<file path="src/ufcrt_pkg.sv">
// Shared types and constants for the frame reassembly tracker.
package ufcrt_pkg;

  localparam logic [31:0] HDR_MAGIC = 32'h43474941;
  localparam logic [7:0]  HDR_BYTES = 8'd32;
  localparam logic [7:0]  HDR_VERSION = 8'd1;

  typedef enum logic [3:0] {
    V_ACCEPTED = 4'd0,
    V_COMPLETE = 4'd1,
    V_DUPLICATE = 4'd2,
    V_STALE = 4'd3,
    V_INVALID = 4'd4,
    V_OVERSIZE = 4'd5,
    V_LEN_MISMATCH = 4'd6,
    V_TOO_MANY = 4'd7,
    V_TICK = 4'd8
  } verdict_t;

  typedef enum logic [1:0] {
    CMD_TICK = 2'd0,
    CMD_REPORT = 2'd1,
    CMD_TRACK = 2'd2
  } cmd_kind_t;

  localparam logic CFG_TTL = 1'b0;
  localparam logic CFG_MAXLEN = 1'b1;

  // Queue entry from the classifier to the table engine.
  typedef struct packed {
    cmd_kind_t   kind;
    verdict_t    verdict;
    logic [7:0]  source;
    logic [31:0] fid;
    logic [31:0] stamp;
    logic [31:0] flen;
    logic [31:0] frame_crc;
    logic [15:0] cidx;
    logic [15:0] ccnt;
    logic [15:0] plen;
  } cmd_t;

  typedef enum logic [2:0] {
    ST_IDLE,
    ST_READ,
    ST_EVAL,
    ST_SCAN,
    ST_SCAN_DONE
  } eng_state_t;

endpackage

</file>
<file path="src/ufcrt_queue.sv">
// Two-entry command queue between classifier and table engine.
module ufcrt_queue
  import ufcrt_pkg::*;
(
  input  logic clk,
  input  logic rst_n,
  input  logic push,
  input  cmd_t push_data,
  input  logic pop,
  output logic not_empty,
  output logic full,
  output cmd_t head
);

  cmd_t       mem_r [2];
  logic       wp_r;
  logic       rp_r;
  logic [1:0] cnt_r;

  always_ff @(posedge clk) begin
    if (!rst_n) begin
      wp_r <= 1'b0;
      rp_r <= 1'b0;
      cnt_r <= 2'd0;
    end else begin
      if (push) wp_r <= ~wp_r;
      if (pop) rp_r <= ~rp_r;
      cnt_r <= cnt_r + {1'b0, push} - {1'b0, pop};
    end
    if (push) begin
      mem_r[wp_r] <= push_data;
    end
  end

  assign not_empty = cnt_r != 2'd0;
  assign full = cnt_r == 2'd2;
  assign head = mem_r[rp_r];

endmodule

</file>
<file path="config.mk">
export PLATFORM = sky130hd
export DESIGN_NAME = ufcrt_queue
export DESIGN_NICKNAME = d
export VERILOG_FILES = /design/src/ufcrt_pkg.sv /design/src/ufcrt_queue.sv
export SDC_FILE = /design/constraint.sdc
export NUM_CORES = 1
export LEC_CHECK = 0
export BUFFER_PORTS_ARGS = -buffer_cell sky130_fd_sc_hd__clkbuf_2
export CAP_MARGIN = 40
export CORE_MARGIN = 2
export CORE_UTILIZATION = 55
export CTS_BUF_LIST = sky130_fd_sc_hd__clkbuf_8
export CTS_CLUSTER_SIZE = 8
export DETAILED_ROUTE_END_ITERATION = 10
export PLACE_DENSITY = 0.9
export SYNTH_ARGS = -nofsm -noshare
export SYNTH_HDL_FRONTEND = slang
export SYNTH_SLANG_ARGS = --single-unit
</file>
<file path="constraint.sdc">
create_clock -name clk -period 25 [get_ports clk]
set_clock_uncertainty 0.15 [all_clocks]
set_input_delay 1.25 -clock clk [delete_from_list [all_inputs] [get_ports clk]]
set_output_delay 1.25 -clock clk [all_outputs]
set_load 0.03 [all_outputs]
</file>
Word level (Yosys, flattened, before mapping)
Memory sizes are Yosys's and may differ from the RTL's. A register that Yosys moved wholly into a read port is not among the register bits.
Cells that the tools add are included.
{ "word_totals": {"regBits": 4, "ramBits": 380, "inputBits": 194, "output_inout_bits": 192, "elab_cells": 14, "mem_count": 1} }
{ "memory_table": {"columns": ["memory", "words", "width", "read_ports", "rd_ports_with_merged_regs", "wr", "line", "source"], "rows": [
  ["mem_r", 2, 190, 1, 1, 1, "ufcrt_queue.sv:15", "cmd_t mem_r [2];"]
]} }
{ "op_classes": {"add_sub_neg": 2, "eq_ne": 1, "mux": 4, "n_bitwise": 2, "n_reduce_logical": 1} }
{ "op_table": {"columns": ["operator", "count"], "rows": [
  ["$mux W1", 4],
  ["$add A2 B1 Y2", 1],
  ["$eq A2 B2 Y1 const B", 1],
  ["$not A1 Y1", 2],
  ["$reduce_bool A2 Y1", 1],
  ["$sub A2 B1 Y2", 1]
]} }

Depth between registers and ports, before layout
{ "depth": {"word_depth": 3, "mapped_depth": 6, "ltp_nobuf": 6} }

Worst setup path before layout
No wires, ideal clock.
{ "synth_path": {"kind": "input-to-reg", "start": "input push", "end": "register wp_r", "setup_ns": 0.097, "arrival_time_ns": 10.152, "t_required_ns": 24.753, "setup_slack_ns": 14.601, "cell_stages": 2, "path_buffers": 0, "cell_sequence": "nor2b_1 o21a_1"} }
{ "synth_lines": {"columns": ["element", "line", "source"], "rows": [
  ["from (decl)", "ufcrt_queue.sv:7", "input logic push,"],
  ["to (signal assigned)", "ufcrt_queue.sv:26", "if (push) wp_r <= ~wp_r;"],
  ["to (decl)", "ufcrt_queue.sv:16", "logic wp_r;"]
]} }

==> flow_summary.json <==
{
  "status": "finished, final reports clean",
  "start_kind": "register",
  "ir_worst_vdd_mv": 0.05888,
  "report.final.hold_viol_count": 0,
  "num_rows": 59,
  "io_pins": 386,
  "post_drt_wl_per_cell_um": 19.70,
  "clkTransAtPathRegs_ps": 60,
  "rsz0062_at_grt": "false",
  "drc": 0,
  "place_ws_ps": 20930,
  "post-route-util_pct": 68.16,
  "seq_area_frac_synth_pct": 80.31,
  "fin_crit_sh_pct": 18.48,
  "cts_buffers": 57,
  "power.density_mw_per_mm2": 78.50,
  "relSlewSlack_pct": 44.06,
  "cp-end-kind": "primary output",
  "min_path_type": "register to register",
  "grt_max_degree": 62,
  "finalMaxSlewViolations": 0,
  "report.power.total_mw": 1.382,
  "cts_resized": 0,
  "core-area_mm2": 0.02584,
  "finalWirelength_um": 27820,
  "nets": 1244,
  "antenna_found_initial": 2,
  "avgSynthCellArea_um2": 23.42,
  "fin_crit_ps": 4619,
  "start_util_pct": 55.48,
  "grt_pass1_vias": 7593,
  "io_buffers": 385,
  "root_buffer": "clkbuf_8",
  "leakage_nw": 7.001,
  "fmax_mhz": 216.5,
  "maxCapViolCount": 0,
  "clockBufferDepth": 3,
  "netlist_instances": 612,
  "synthesis.area_mm2": 0.01433,
  "place_congestion": 0.7698,
  "die_area_mm2": 0.02737,
  "die_y_um": 165.4,
  "path_max_fanout": 49,
  "post-cts-setup-buffers": 0,
  "insertion_delay_ps": 550,
  "grt_overflow_total": 0,
  "fin_area_mm2": 0.01761,
  "crit_type": "register to primary output",
  "cp.required_ps": 23600,
  "yosysWarnings": 0,
  "hpwl_um": 19410,
  "layout_commonest_cell": "clkbuf_2",
  "hold_buffers": 0,
  "finalWorstSetupSlack_ps": 20380,
  "ys_seq_elements": 385,
  "cts_tree": "yes",
  "postRouteAntennaNets": 0,
  "crit_arrival_ps": 3220,
  "drt-pass1-iter-count": 5,
  "viasPerCell": 5.195,
  "drive_gt1_share_pct": 60.47,
  "synth_nets": 808,
  "fin_tns_setup_ps": 0,
  "layout_common_cells": "clkbuf_2 (385), edfxtp_1 (380), mux2_4 (100)",
  "cts_max_level": 2,
  "drtIter0Drc": 540,
  "dpl_cell_area_mm2": 0.01671,
  "ys_types": 14,
  "worst-slew-pin-transition_ps": 839.2,
  "die_x_um": 165.4,
  "setup_viol": 0,
  "vias": 7335,
  "area_delta_synth_final_pct": 22.86,
  "track_usage_pct": 19.34,
  "clock_sinks": 385,
  "grt_pass1_wl_um": 39680
}
per-layer routing:
layer,wire length (µm),track usage (%),up-vias
met4,1065,8.895,0
met3,2320,5.370,71
met1,9985,21.67,3608
met2,14450,34.39,338
met5,0,0,-
li1,-,-,3318
state kept, by name (all words and copies together) (netlist names), named ones only:
register and flops:
cnt_r 2, mem_r 380, rp_r 1, wp_r 1
kinds of logic after synthesis:
kind of cell	count (synthesis)	share of synthesized area, %
buffers and inverters	23	1.309
XOR/XNOR	2	0.2182
multiplexers	190	17.55
adder cells (fa/ha/maj)	2	0.1746
AND/OR/NAND/NOR	9	0.3928
AO/OA/AOI/OAI	1	0.05239
flip-flops	385	80.31
layout make-up:
class,instances,area [µm²]
Antenna cell,2,5.005
Clock buffer,57,784.5
Clock inverter,29,110.1
Fill cell,1630,8227
Inverter,2,7.507
Multi-Input combinational cell,204,2645
Sequential cell,385,11510
Tap cell,335,419.2
Timing Repair Buffer,398,2125
cells in the mapped netlist:
cell type	count	area share, %
buf_2	9	0.31
mux2_4	100	10
edfxtp_1	380	80
xor2_1	1	0.061
or2_2	1	0.044
and2_1	4	0.17
buf_6	12	0.94
nor2b_1	4	0.17
dfxtp_1	5	0.70
mux2_2	90	7.1
xnor3_1	1	0.16
o21a_1	1	0.052
ha_1	2	0.17
inv_1	2	0.052
worst paths after layout:
| path | from | endpoint | slack, ps | cells past startpoint |
|---|---|---|---|---|
| worst max register to register | wp_r$_SDFFE_PN0P_ | mem_r[0][164]$_DFFE_PP_ | 22770 | 4 |
| worst min-delay path | rp_r$_SDFFE_PN0P_ | register | 430 | 2 |
| worst max-delay path | register | head[139] | 20380 | 4 |
| worst min register to register | rp_r$_SDFFE_PN0P_ | register | 430 | 2 |
stage by stage:
| step | cells | hold WS [ps] |
|---|---|---|
| floorplan | 612 | 404.6 |
| global placement | 1319 | 407.7 |
| detailed placement | 1324 | 425.9 |
| CTS | 1410 | 438.7 |
| global route | 1412 | 467.1 |
| finish | 1412 | 431.9 |
power breakdown:
part	internal, mW	switching [mW]	leakage [nW]
combinational	0.0801	0.129	2.86
clock	0.207	0.209	0.533
sequential	0.747	0.0105	3.61
total	1.03	0.349	7.00
critical path, cell delays in order, from the launching register on:
cell	delay [ps]
dfxtp_4	620
buf_4	650
buf_4	760
mux2_4	360
clkbuf_2	180
Note: power is estimated with default switching activity, not from simulation.
