<file path="src/ufcrt_pkg.sv">
// Shared types and constants for the frame reassembly tracker.
package ufcrt_pkg;

  localparam logic [31:0] HDR_MAGIC = 32'h43474941;
  localparam logic [7:0]  HDR_BYTES = 8'd32;
  localparam logic [7:0]  HDR_VERSION = 8'd1;

  typedef enum logic [3:0] {
    V_ACCEPTED = 4'd0,
    V_COMPLETE = 4'd1,
    V_DUPLICATE = 4'd2,
    V_STALE = 4'd3,
    V_INVALID = 4'd4,
    V_OVERSIZE = 4'd5,
    V_LEN_MISMATCH = 4'd6,
    V_TOO_MANY = 4'd7,
    V_TICK = 4'd8
  } verdict_t;

  typedef enum logic [1:0] {
    CMD_TICK = 2'd0,
    CMD_REPORT = 2'd1,
    CMD_TRACK = 2'd2
  } cmd_kind_t;

  localparam logic CFG_TTL = 1'b0;
  localparam logic CFG_MAXLEN = 1'b1;

  // Queue entry from the classifier to the table engine.
  typedef struct packed {
    cmd_kind_t   kind;
    verdict_t    verdict;
    logic [7:0]  source;
    logic [31:0] fid;
    logic [31:0] stamp;
    logic [31:0] flen;
    logic [31:0] frame_crc;
    logic [15:0] cidx;
    logic [15:0] ccnt;
    logic [15:0] plen;
  } cmd_t;

  typedef enum logic [2:0] {
    ST_IDLE,
    ST_READ,
    ST_EVAL,
    ST_SCAN,
    ST_SCAN_DONE
  } eng_state_t;

endpackage

</file>
<file path="src/ufcrt_front.sv">
// Front end: header checks and classification into engine commands.
module ufcrt_front
  import ufcrt_pkg::*;
#(
  parameter int SOURCES = 256,
  parameter int MAX_CHUNKS = 64
) (
  input  logic        clk,
  input  logic        rst_n,
  input  logic        take,
  input  logic        func,
  input  logic [15:0] datagram_len,
  input  logic [31:0] magic,
  input  logic [31:0] id_word,
  input  logic [31:0] fid,
  input  logic [31:0] stamp,
  input  logic [31:0] flen,
  input  logic [31:0] frame_crc,
  input  logic [15:0] cidx,
  input  logic [15:0] ccnt,
  input  logic [15:0] plen,
  input  logic [22:0] max_len,
  output logic        cmd_valid,
  output cmd_t        cmd
);

  logic  valid_r;
  cmd_t  cmd_r;
  cmd_t  cmd_nxt;
  logic  bad_hdr;
  logic  over;
  logic [7:0] src;

  assign src = id_word[31:24];
  assign over = flen > {9'd0, max_len};
  assign bad_hdr = (magic != HDR_MAGIC) || (id_word[7:0] != HDR_VERSION) ||
                   (id_word[15:8] != HDR_BYTES) || (id_word[23:16] != 8'd0) ||
                   (ccnt == 16'd0) || (cidx >= ccnt) ||
                   (flen == 32'd0) || (plen == 16'd0) ||
                   ({1'b0, datagram_len} != {9'd0, HDR_BYTES} + {1'b0, plen});

  always_comb begin
    cmd_nxt = '0;
    cmd_nxt.source = src;
    cmd_nxt.fid = fid;
    cmd_nxt.stamp = stamp;
    cmd_nxt.flen = flen;
    cmd_nxt.frame_crc = frame_crc;
    cmd_nxt.cidx = cidx;
    cmd_nxt.ccnt = ccnt;
    cmd_nxt.plen = plen;
    cmd_nxt.kind = CMD_REPORT;
    if (func) begin
      cmd_nxt = '0;
      cmd_nxt.kind = CMD_TICK;
      cmd_nxt.verdict = V_TICK;
    end else if (datagram_len < {8'd0, HDR_BYTES}) begin
      cmd_nxt.verdict = V_INVALID;
    end else if (bad_hdr) begin
      cmd_nxt.verdict = over ? V_OVERSIZE : V_INVALID;
    end else if (over) begin
      cmd_nxt.verdict = V_OVERSIZE;
    end else if ({16'd0, ccnt} > MAX_CHUNKS) begin
      cmd_nxt.verdict = V_TOO_MANY;
    end else if ({24'd0, src} >= SOURCES) begin
      cmd_nxt.verdict = V_INVALID;
    end else begin
      cmd_nxt.kind = CMD_TRACK;
      cmd_nxt.verdict = V_ACCEPTED;
    end
  end

  always_ff @(posedge clk) begin
    if (!rst_n) begin
      valid_r <= 1'b0;
    end else begin
      valid_r <= take;
    end
    if (take) begin
      cmd_r <= cmd_nxt;
    end
  end

  assign cmd_valid = valid_r;
  assign cmd = cmd_r;

endmodule

</file>
<file path="config.mk">
export PLATFORM = sky130hd
export DESIGN_NAME = ufcrt_front
export DESIGN_NICKNAME = d
export VERILOG_FILES = /design/src/ufcrt_pkg.sv /design/src/ufcrt_front.sv
export SDC_FILE = /design/constraint.sdc
export NUM_CORES = 1
export LEC_CHECK = 0
export ABC_AREA = 0
export BUFFER_PORTS_ARGS = -buffer_cell sky130_fd_sc_hd__buf_4
export CAP_MARGIN = 0
export CORE_AREA = 3 3 185 187
export DETAILED_ROUTE_END_ITERATION = 8
export DIE_AREA = 0 0 188 190
export GPL_ROUTABILITY_DRIVEN = 0
export GPL_TIMING_DRIVEN = 0
export PLACE_DENSITY = 0.52
export SLEW_MARGIN = 10
export SYNTH_ARGS = -nofsm -noshare
export SYNTH_HDL_FRONTEND = slang
export SYNTH_SLANG_ARGS = --single-unit
</file>
<file path="constraint.sdc">
create_clock -name clk -period 3 [get_ports clk]
set_input_delay 0.15 -clock clk [delete_from_list [all_inputs] [get_ports clk]]
set_output_delay 0.15 -clock clk [all_outputs]
set_load 0.05 [all_outputs]
</file>
# Word level (Yosys, flattened, before mapping)
# Cells that the tools add are included.
# totals
register_bits	191
latch_bits	0
ram_bits	0
mem_bits_ro	0
input_bits	283
out_inout_bits	191
word_cells	45
mem_count	0
# classes
add_sub_neg	1
mul	0
div_mod_pow	0
n_lt_le_gt_ge	4
eq_ne	4
n_shift	0
n_mux	9
bitwise_logic	0
n_reduce_logical	14
# op_table
cell	count
> comparator 32 x 23 -> 1 bit	1
logical NOT 16 bit	2
logical NOT 32 bit	1
!= test 32 x 31 -> 1 bit, second input constant	1
adder 6 x 16 -> 17 bit, first input constant	1
!= test 16 x 17 -> 1 bit	1
greater-or-equal comparator 16 bit	1
> comparator 16 x 7 -> 1 bit, second input constant	1
< comparator 16 x 6 -> 1 bit, second input constant	1
two-way mux 3 bit	4
logical OR 1 bit	8
!= test 8 x 1 -> 1 bit, second input constant	1
!= test 8 x 6 -> 1 bit, second input constant	1
nonzero test 8 bit	1
two-way mux 1 bit	4
OR reduction 4 bit	1
two-way mux 2 bit	1
OR reduction 2 bit	1

# Logic depth before layout (Yosys ltp)
# Gate-level depths: netlist (run 1).
# logic_depth
depth_word	11
depth_mapped	9
depth_no_buf	9

# Least setup slack after synthesis (run 1)
# No wires, ideal clock.
# synth_path
path_kind	input-to-reg
start	input max_len[14]
end	register cmd_r (netlist bit cmd[186]), data pin
setup_ps	259
arrival_time_ps	1791
required_ps	2741
setup_slack_ps	950
cell_stages	9
path_buffers	0
cell_sequence	inv_1 -> ha_1 -> a21oi_1 -> nand2_1 -> a221o_1 -> a211o_1 -> a21oi_1 -> a31oi_1 -> o31a_1
# synth_via
elab_chain_cells	4
# synth_lines
element	line	source
start: declaration	ufcrt_front.sv:22	input logic [22:0] max_len,
> comparator 32 x 23 -> 1 bit	ufcrt_front.sv:35	assign over = flen > {9'd0, max_len};
two-way mux 3 bit	ufcrt_front.sv:61	end else if (over) begin
two-way mux 3 bit	ufcrt_front.sv:59	end else if (bad_hdr) begin
two-way mux 3 bit	ufcrt_front.sv:57	end else if (datagram_len < {8'd0, HDR_BYTES}) begin
end signal: assignment	ufcrt_front.sv:80	cmd_r <= cmd_nxt;
end: declaration	ufcrt_front.sv:28	cmd_t cmd_r;
# Every way passes these cells.
# A chain may end at the register's enable or synchronous reset.

# Worst setup path in the final report (run 1)
# layout_path
start	input flen[30]
end	register cmd_r (netlist bit cmd[186]), data pin
# layout_via
elab_chain_cells	6
elab_cells_between_ends	8
cone_classes	order compare (1); mux (3); reduce/logical (4)
# layout_lines
element	line	source
start: declaration	ufcrt_front.sv:17	input logic [31:0] flen,
branches (longest 4 deep; another with > comparator 32 x 23 -> 1 bit)	-	
two-way mux 3 bit (*)	ufcrt_front.sv:59	
two-way mux 3 bit (*)	ufcrt_front.sv:57	
# Mark *: on every way between the ends.

==> flow_metrics.tcl, run 1 <==
set metrics [dict create \
    status "completed" \
    grt_usage 0.175 \
    die_y_um 190 \
    power_density_nw_per_um2 512 \
    cts_resized 0 \
    ctsLongestPathBuffers 2 \
    clock-sinks 190 \
    dieArea_sq_um 35700 \
    dp_slack_ns 0.260 \
    slew_headroom 0.482 \
    path_common_cell "nor4_1" \
    vias_per_cell 4.35 \
    drtIter0Drc 318 \
    num-fill-cells 3068 \
    synth-seq-cells 190 \
    cp.arrival_ns 2.77 \
    synth_top_cell_area_share 0.653 \
    yosys.area.top_type "edfxtp_1" \
    seq_area_sq_um 5700 \
    hold_path_class "in -> reg" \
    path_buf_inv 2 \
    clkTransAtPathRegs_ns 0.07 \
    cp.required_ns 3.17 \
    rows 66 \
    ys_seq_area_frac 0.655 \
    async_flop_share 0 \
    cts_made_buffers 17 \
    place_inst 1568 \
    critPathKind "in -> reg" \
    synthCells 652 \
    maxSlewViolCount 0 \
    num_vias 7460 \
    antenna_found_initial 0 \
    synthTopCellsByArea "edfxtp_1 65%, nor2b_1 12%, ha_1 5.8%" \
    fin_cells 1716 \
    drc 0 \
    clock.fmax_mhz 385 \
    pin_count 474 \
    yosys_most_used_dff "edfxtp_1" \
    synth_top_cells_by_count "189 x edfxtp_1, 170 x nor2b_1, 44 x inv_1" \
    cts_tree "done" \
    ant_nets 0 \
    htree_levels 4 \
    finalNetCount 1584 \
    routed_wl_mm 31.7 \
    n_antenna_cell 0 \
    multi_input_area_sq_um 2740 \
    synth_most_common_cell "edfxtp_1" \
    finalHoldViolCount 0 \
    setup_violations 0 \
    synth_area_sq_um 8700 \
    cp-start-kind "input pin" \
    synth_warnings 0 \
    overflow 0 \
    worstMarginPinSlew_ns 0.777 \
    dp_hpwl_mm 25.2 \
    numPortBuffers 472 \
    synth_edf_count 189 \
    wl_per_cell_um 18.5 \
    drtPass1Iterations 4 \
    ctsHoldBuffers 116 \
    drive_gt1_frac 0.407 \
    finalCritPeriodShare 0.866 \
    cp-end-kind "flop" \
    cts_setup_buffers 0 \
    synth.distinct_cells 56 \
    peakVddDrop_uv 361 \
    first_global_vias 7858 \
    syn-num-nets 975 \
    syn_area_per_cell_sq_um 13.3 \
    power.total_mw 7.49 \
    rsz0062_at_grt "false" \
    max_cap_violations 0 \
    grt_max_degree 79 \
    core_sq_um 32600 \
    crit_path_top_delay_cell "nor4_1" \
    die_w_um 188 \
    period_minus_slack_ns 2.60 \
    cp_cell_sequence "dlygate4sd3_1 -> buf_4 -> nor4_1 -> nand2_1 -> nor4_1 -> a31oi_1 -> o31a_1" \
    syn_to_final_growth_pct 68.1 \
    cpPeakStageDelay_ns 0.62 \
    cp_top_family "simple AND/OR/NAND/NOR gates" \
    p_leak_nw 6.13 \
    crit_path_max_fanout 3 \
    start_util 0.267 \
    finalSetupTns_ns 0 \
    cts-root-buf "clkbuf_16" \
    grt_pass1_wl_mm 47.2 \
    fin_ws_ns 0.401 \
]
## power breakdown
part           switching (mW)  internal, mW  leakage (nW)  total, mW
logic                    1.19         0.736          4.01       1.92
clock network            1.10          1.26         0.292       2.36
registers              0.0611          3.15          1.83       3.21
## final timing paths
kind	from	to	cells past startpoint
worst min-delay path	stamp[23]	cmd[135]$_SDFFCE_PP0P_	2
worst max-delay path	flen[30]	cmd[186]$_SDFFCE_PP0P_	7
## area by class of cell
class / instances / share of cell area
inverters: 44 / 0.0113
clock buffers: 17 / 0.0291
multi-input cells: 395 / 0.188
plain buffers: 23 / 0.00625
well taps: 442 / 0.0378
flip-flops and latches: 190 / 0.390
clock inverters: 15 / 0.0119
repair buffers: 590 / 0.326
## cell usage in the layout (no fill, tap or decap), types with 3 or more instances in the layout
cell type,count
xnor2_1,11
xor2_1,3
nand2_1,13
nand4_1,16
clkbuf_1,19
nor4_1,23
inv_6,6
nor4b_1,6
o21ai_0,6
edfxtp_1,189
ha_1,40
clkbuf_16,17
nor3_1,4
dlygate4sd3_1,116
a211oi_1,4
nand3_2,3
a21o_1,3
nor2b_1,170
inv_1,44
nand3_1,11
a21oi_1,15
nor2_1,28
buf_4,472
## layer usage
| layer | up-vias | track usage | wire [um] |
|---|---|---|---|
| met4 | 0 | 0.0453 | 506 |
| met1 | 3509 | 0.196 | 12000 |
| met2 | 346 | 0.318 | 16600 |
| met5 | - | 0 | 0 |
| met3 | 30 | 0.0593 | 2660 |
| li1 | 3575 | - | - |
## state kept, by name (all words and copies together) (netlist names)
register and cells:
cmd 189, cmd_valid 1
## stage by stage
stage	cell area [sq um]	utilization	hold WS [ns]
5_1_grt	14600	0.448	0.00517
4_1_cts	14600	0.448	0.000110
3_3_place_gp	12800	0.392	0.340
3_5_place_dp	12900	0.394	0.345
6_report	14600	0.448	0.0262
2_1_floorplan	8700	-	0.249
## kinds of logic after synthesis
family / count (synthesis) / synth area share
AND/OR/NAND/NOR: 291 / 0.204
flip-flops: 190 / 0.655
buffers and inverters: 67 / 0.0295
AO/OA/AOI/OAI: 48 / 0.0374
adder cells (fa/ha/maj): 40 / 0.0576
XOR/XNOR: 14 / 0.0141
multiplexers: 2 / 0.00245
No activity file was read; power rests on OpenSTA's default activity.
==> run 2: changes to the inputs <==
--- a/config.mk
+++ b/config.mk
@@ -13,6 +13,7 @@
 export DIE_AREA = 0 0 188 190
 export GPL_ROUTABILITY_DRIVEN = 0
 export GPL_TIMING_DRIVEN = 0
+export MAX_ROUTING_LAYER = met4
 export PLACE_DENSITY = 0.52
 export SLEW_MARGIN = 10
 export SYNTH_ARGS = -nofsm -noshare
==> constraint.sdc (replaced) <==
create_clock -name clk -period 3 [get_ports clk]
set_input_delay 0 -clock clk [delete_from_list [all_inputs] [get_ports clk]]
set_output_delay 0 -clock clk [all_outputs]
set_load 0.05 [all_outputs]
==> run 2 against run 1 <==
Against the previous run:
- clock power about the same
- non-clock buffer count grew 70
- highest routed layer unchanged
- design area is 4.8% higher
- critical endpoint unchanged
==> flow_metrics.tcl, run 2 (same netlist as run 1, synthesis figures left out) <==
set metrics [dict create \
    rsz0062_at_grt "false" \
    grt_max_degree 79 \
    num-fill-cells 2987 \
    start_util 0.267 \
    drtIter0Drc 255 \
    crit_path_max_fanout 3 \
    final_common_cell "buf_4" \
    clkTransAtPathRegs_ns 0.08 \
    hold_path_class "in -> reg" \
    cts-root-buf "clkbuf_16" \
    multi_input_area_sq_um 2740 \
    whs_ns 0.0351 \
    drc 0 \
    peakVddDrop_uv 359 \
    cts_tree "done" \
    p_sw_mw 2.38 \
    clkPwrFrac 0.312 \
    largest_register_ffs 189 \
    vias_per_cell 4.33 \
    seq_area_sq_um 5700 \
    cp.arrival_ns 2.69 \
    power_density_nw_per_um2 495 \
    final_cell_mix "472 x buf_4, 189 x edfxtp_1, 186 x dlygate4sd3_1, 170 x nor2b_1, 44 x inv_1" \
    dp_hpwl_mm 25.2 \
    status "completed" \
    critPathKind "in -> reg" \
    pwr-share-comb 0.264 \
    die_y_um 190 \
    setup_violations 0 \
    worstMarginPinSlew_ns 0.725 \
    seqPwrFrac 0.424 \
    fin_util 0.470 \
    htree_levels 4 \
    p_int_mw 5.20 \
    routed_wl_mm 32.5 \
    drtPass1Iterations 4 \
    rows 66 \
    core_sq_um 32600 \
    swShare 0.314 \
    n_antenna_cell 0 \
    finalCritPeriodShare 0.836 \
    num_vias 7731 \
    slew_headroom 0.517 \
    finalNetCount 1654 \
    fin_cells 1786 \
    place_inst 1568 \
    cp-start-kind "input pin" \
    cts_made_buffers 17 \
    numPortBuffers 472 \
    first_global_vias 8217 \
    pin_count 474 \
    period_minus_slack_ns 2.51 \
    clock.fmax_mhz 399 \
    p_leak_nw 6.43 \
    ant_nets 0 \
    wl_per_cell_um 18.2 \
    power.total_mw 7.58 \
    drive_gt1_frac 0.385 \
    clock-sinks 190 \
    ctsLongestPathBuffers 2 \
    overflow 0 \
    cp-end-kind "flop" \
    max_cap_violations 0 \
    grt_pass1_wl_mm 48.7 \
    finalHoldViolCount 0 \
    finalSetupTns_ns 0 \
    cp.required_ns 3.18 \
    antenna_found_initial 0 \
    grt_usage 0.185 \
    dieArea_sq_um 35700 \
    maxSlewViolCount 0 \
    syn_to_final_growth_pct 76.1 \
    die_w_um 188 \
]
run 2: path summary, 6_finish.rpt:
kind	to	depth (start not counted)	slack, ns	startpoint
worst max-delay path	cmd[186]$_SDFFCE_PP0P_	11	0.49	ccnt[15]
worst min-delay path	cmd[10]$_SDFFCE_PP0P_	2	0.04	plen[10]
run 2: worst max-delay path, stage by stage:
cell and delay (ns):
dlygate4sd3_1 0.55, buf_4 0.11, inv_1 0.06, ha_1 0.18, nor4_1 0.41, nand4_1 0.32, nor2_1 0.17, nand3_1 0.12
nor4_2 0.29, nand3_2 0.18, o31a_1 0.29
run 2: through the flow:
| stage | cell area (sq um) | worst slack [ns] |
|---|---|---|
| 2_1_floorplan | 8700 | 1.10 |
| 3_3_place_gp | 12800 | 0.377 |
| 3_5_place_dp | 12900 | 0.410 |
| 4_1_cts | 15300 | 0.308 |
| 5_1_grt | 15300 | 0.305 |
| 6_report | 15300 | 0.493 |
run 2: cell type report:
type,instances,share of cell area
Clock inverter,15,0.0114
Multi-Input combinational cell,395,0.179
Inverter,44,0.0108
Tap cell,442,0.0361
Sequential cell,190,0.372
Buffer,23,0.00596
Timing Repair Buffer,660,0.357
Clock buffer,17,0.0278
run 2: repair_timing:
action / 4_1_cts / 5_1_grt
hold buffers: 186 / 0
buffers inserted: 0 / 0
gates resized for setup: 0 / 0
hold endpoints to repair: 198 / 0
run 2: power by group through the flow:
stage | clock network [mW] | logic, mW | registers, mW
6_report | 2.36 | 2.00 | 3.21
5_1_grt | 2.53 | 2.12 | 3.23
4_1_cts | 2.43 | 2.02 | 3.21
3_5_place_dp | 0 | 1.81 | 3.27
3_3_place_gp | 0 | 1.79 | 3.27
2_1_floorplan | 0 | 0.260 | 4.00
run 2: layer usage:
metal	wire, um	up-vias	GRT usage
li1	-	3712	-
met1	12600	3635	0.204
met2	17100	349	0.329
met3	2420	35	0.0538
met4	442	0	0.0439
met5	0	-	-
==> run 3: changes to the inputs <==
--- a/config.mk
+++ b/config.mk
@@ -5,7 +5,7 @@
 export SDC_FILE = /design/constraint.sdc
 export NUM_CORES = 1
 export LEC_CHECK = 0
-export ABC_AREA = 0
+export ABC_AREA = 1
 export BUFFER_PORTS_ARGS = -buffer_cell sky130_fd_sc_hd__buf_4
 export CAP_MARGIN = 0
 export CORE_AREA = 3 3 185 187
@@ -14,7 +14,7 @@
 export GPL_ROUTABILITY_DRIVEN = 0
 export GPL_TIMING_DRIVEN = 0
 export MAX_ROUTING_LAYER = met4
-export PLACE_DENSITY = 0.52
+export PLACE_DENSITY = 0.56
 export SLEW_MARGIN = 10
 export SYNTH_ARGS = -nofsm -noshare
 export SYNTH_HDL_FRONTEND = slang
==> constraint.sdc (replaced) <==
create_clock -name clk -period 2.3 [get_ports clk]
set_input_delay 0 -clock clk [delete_from_list [all_inputs] [get_ports clk]]
set_output_delay 0 -clock clk [all_outputs]
set_load 0.05 [all_outputs]
==> run 3 against run 2 <==
Against the previous run:
- die area did not move
- critical endpoint unchanged
- synthesized cell count increased by 50%
- combinational power is 34% higher
- non-clock buffer count increased by 1
- design area increased by 3.4%
- first-iteration DRC count is 40% higher
- sequential power is 31% higher
==> flow_metrics.tcl, run 3 <==
set metrics [dict create \
    cpPeakStageDelay_ns 0.54 \
    fin_cells 2118 \
    largest_register_ffs 189 \
    ctsLongestPathBuffers 2 \
    setup_violations 0 \
    worstMarginPinSlew_ns 0.767 \
    dp_hpwl_mm 25.0 \
    synth_edf_count 189 \
    synth_most_common_cell "nor2_1" \
    rsz0062_at_grt "false" \
    clkTransAtPathRegs_ns 0.08 \
    dieArea_sq_um 35700 \
    synth_area_sq_um 9220 \
    power.total_mw 9.86 \
    gr-usage-met3 0.0540 \
    antenna_found_initial 3 \
    yosys.area.top_type "edfxtp_1" \
    path_buf_inv 4 \
    grt_max_degree 83 \
    pin_count 474 \
    ctsHoldBuffers 187 \
    finalCritPeriodShare 0.888 \
    cp.required_ns 2.51 \
    ant_nets 0 \
    period_minus_slack_ns 2.04 \
    maxSlewViolCount 0 \
    cts_made_buffers 17 \
    cts_setup_buffers 0 \
    power_density_nw_per_um2 622 \
    ys_seq_area_frac 0.618 \
    critPathKind "in -> reg" \
    crit_path_max_fanout 4 \
    async_flop_share 0 \
    use_met1 0.190 \
    dp_slack_ns 0.248 \
    vias_per_cell 4.10 \
    clock-sinks 190 \
    start_util 0.283 \
    syn-num-nets 1302 \
    drc 0 \
    overflow 0 \
    grt-busiest-layer "met2" \
    syn_to_final_growth_pct 71.8 \
    hold_depth 6 \
    crit_path_top_delay_cell "dlygate4sd3_1" \
    grt_usage 0.182 \
    cp-end-kind "flop" \
    wl_per_cell_um 15.2 \
    routed_wl_mm 32.2 \
    drtIter0Drc 358 \
    htree_levels 4 \
    core_sq_um 32600 \
    numPortBuffers 473 \
    synth_top_cell_area_share 0.616 \
    synthTopCellsByArea "edfxtp_1 62%, nor2_1 11%, inv_1 9.7%" \
    fin_ws_ns 0.257 \
    place_inst 1896 \
    synthCells 979 \
    cp-start-kind "input pin" \
    cts_tree "done" \
    grt_use_met2 0.324 \
    hold_path_class "in -> reg" \
    yosys_most_used_dff "edfxtp_1" \
    num_vias 8684 \
    synth_top_cells_by_count "269 x nor2_1, 239 x inv_1, 189 x edfxtp_1" \
    p_leak_nw 7.71 \
    cts-root-buf "clkbuf_16" \
    path_common_cell "nand2_1" \
    cp.depth 16 \
    synth_warnings 0 \
    drtPass1Iterations 4 \
    first_global_vias 9083 \
    final_cell_mix "473 x buf_4, 269 x nor2_1, 239 x inv_1, 189 x edfxtp_1, 187 x dlygate4sd3_1" \
    slew_headroom 0.489 \
    clock.fmax_mhz 489 \
    max_cap_violations 0 \
    finalNetCount 1983 \
    syn_area_per_cell_sq_um 9.42 \
    synth.distinct_cells 30 \
    rows 66 \
    status "completed" \
    placed_cell_area_sq_um 13400 \
    synth-seq-cells 190 \
    cp_top_family "simple AND/OR/NAND/NOR gates" \
    design_area_sq_um 15800 \
    finalHoldViolCount 0 \
    peakVddDrop_uv 468 \
    die_y_um 190 \
    final_common_cell "buf_4" \
    whs_ns 0.243 \
    die_w_um 188 \
    grt_pass1_wl_mm 48.5 \
    cp_cell_sequence "dlygate4sd3_1 -> buf_4 -> inv_1 -> ha_1 -> nand2_1 -> nand2_1 -> nor2_1 -> nand2_1 -> nor2_1 -> nand2_1 -> nor2_2 -> nand3_1 -> nor2_1 -> nand4_1 -> nand2_1 -> inv_1" \
    cts_resized 0 \
    drive_gt1_frac 0.312 \
    cp.arrival_ns 2.25 \
]
[run 3: kinds of logic after synthesis]
| logic type | Yosys count | share of synthesized area |
|---|---|---|
| buffers and inverters | 269 | 0.110 |
| flip-flops | 190 | 0.618 |
| AO/OA/AOI/OAI | 26 | 0.0152 |
| adder cells (fa/ha/maj) | 40 | 0.0543 |
| XOR/XNOR | 8 | 0.00760 |
| AND/OR/NAND/NOR | 446 | 0.195 |
[run 3: power breakdown]
| part | switching (mW) | total [mW] | internal [mW] |
|---|---|---|---|
| combinational | 1.64 | 2.67 | 1.03 |
| clock | 1.38 | 3.00 | 1.62 |
| sequential | 0.0807 | 4.19 | 4.11 |
[run 3: stage by stage]
| step | utilization | setup TNS, ns |
|---|---|---|
| final | 0.486 | 0 |
| after global routing | 0.486 | 0 |
| after CTS | 0.485 | 0 |
| after detailed placement | 0.410 | 0 |
| after global placement | 0.408 | -11.43 |
| after floorplan | - | 0 |
[run 3: area by class of cell]
| cell class | count | area (sq um) |
|---|---|---|
| Inverter | 247 | 927 |
| Antenna cell | 3 | 7.51 |
| Timing Repair Buffer | 662 | 5490 |
| Multi-Input combinational cell | 520 | 2510 |
| Clock buffer | 20 | 437 |
| Clock inverter | 12 | 139 |
| Sequential cell | 190 | 5700 |
| Fill cell | 3045 | 16800 |
| Buffer | 22 | 86.3 |
| Tap cell | 442 | 553 |
[run 3: worst paths after layout]
kind,start,to,slack [ns]
min,datagram_len[12],cmd[185]$_SDFFCE_PP0P_,0.24
max,ccnt[15],cmd[186]$_SDFFCE_PP0P_,0.26
[run 3: worst min-delay path, delay by kind of cell]
family | cells | cell delay [ns]
buf+inv | 1 | 0.09
simple gates | 5 | 0.48
[run 3: per-layer routing]
metal	vias to the layer above	wire, um
li1	4372	-
met1	3899	12100
met2	363	16600
met3	50	2600
met4	0	865
met5	-	0
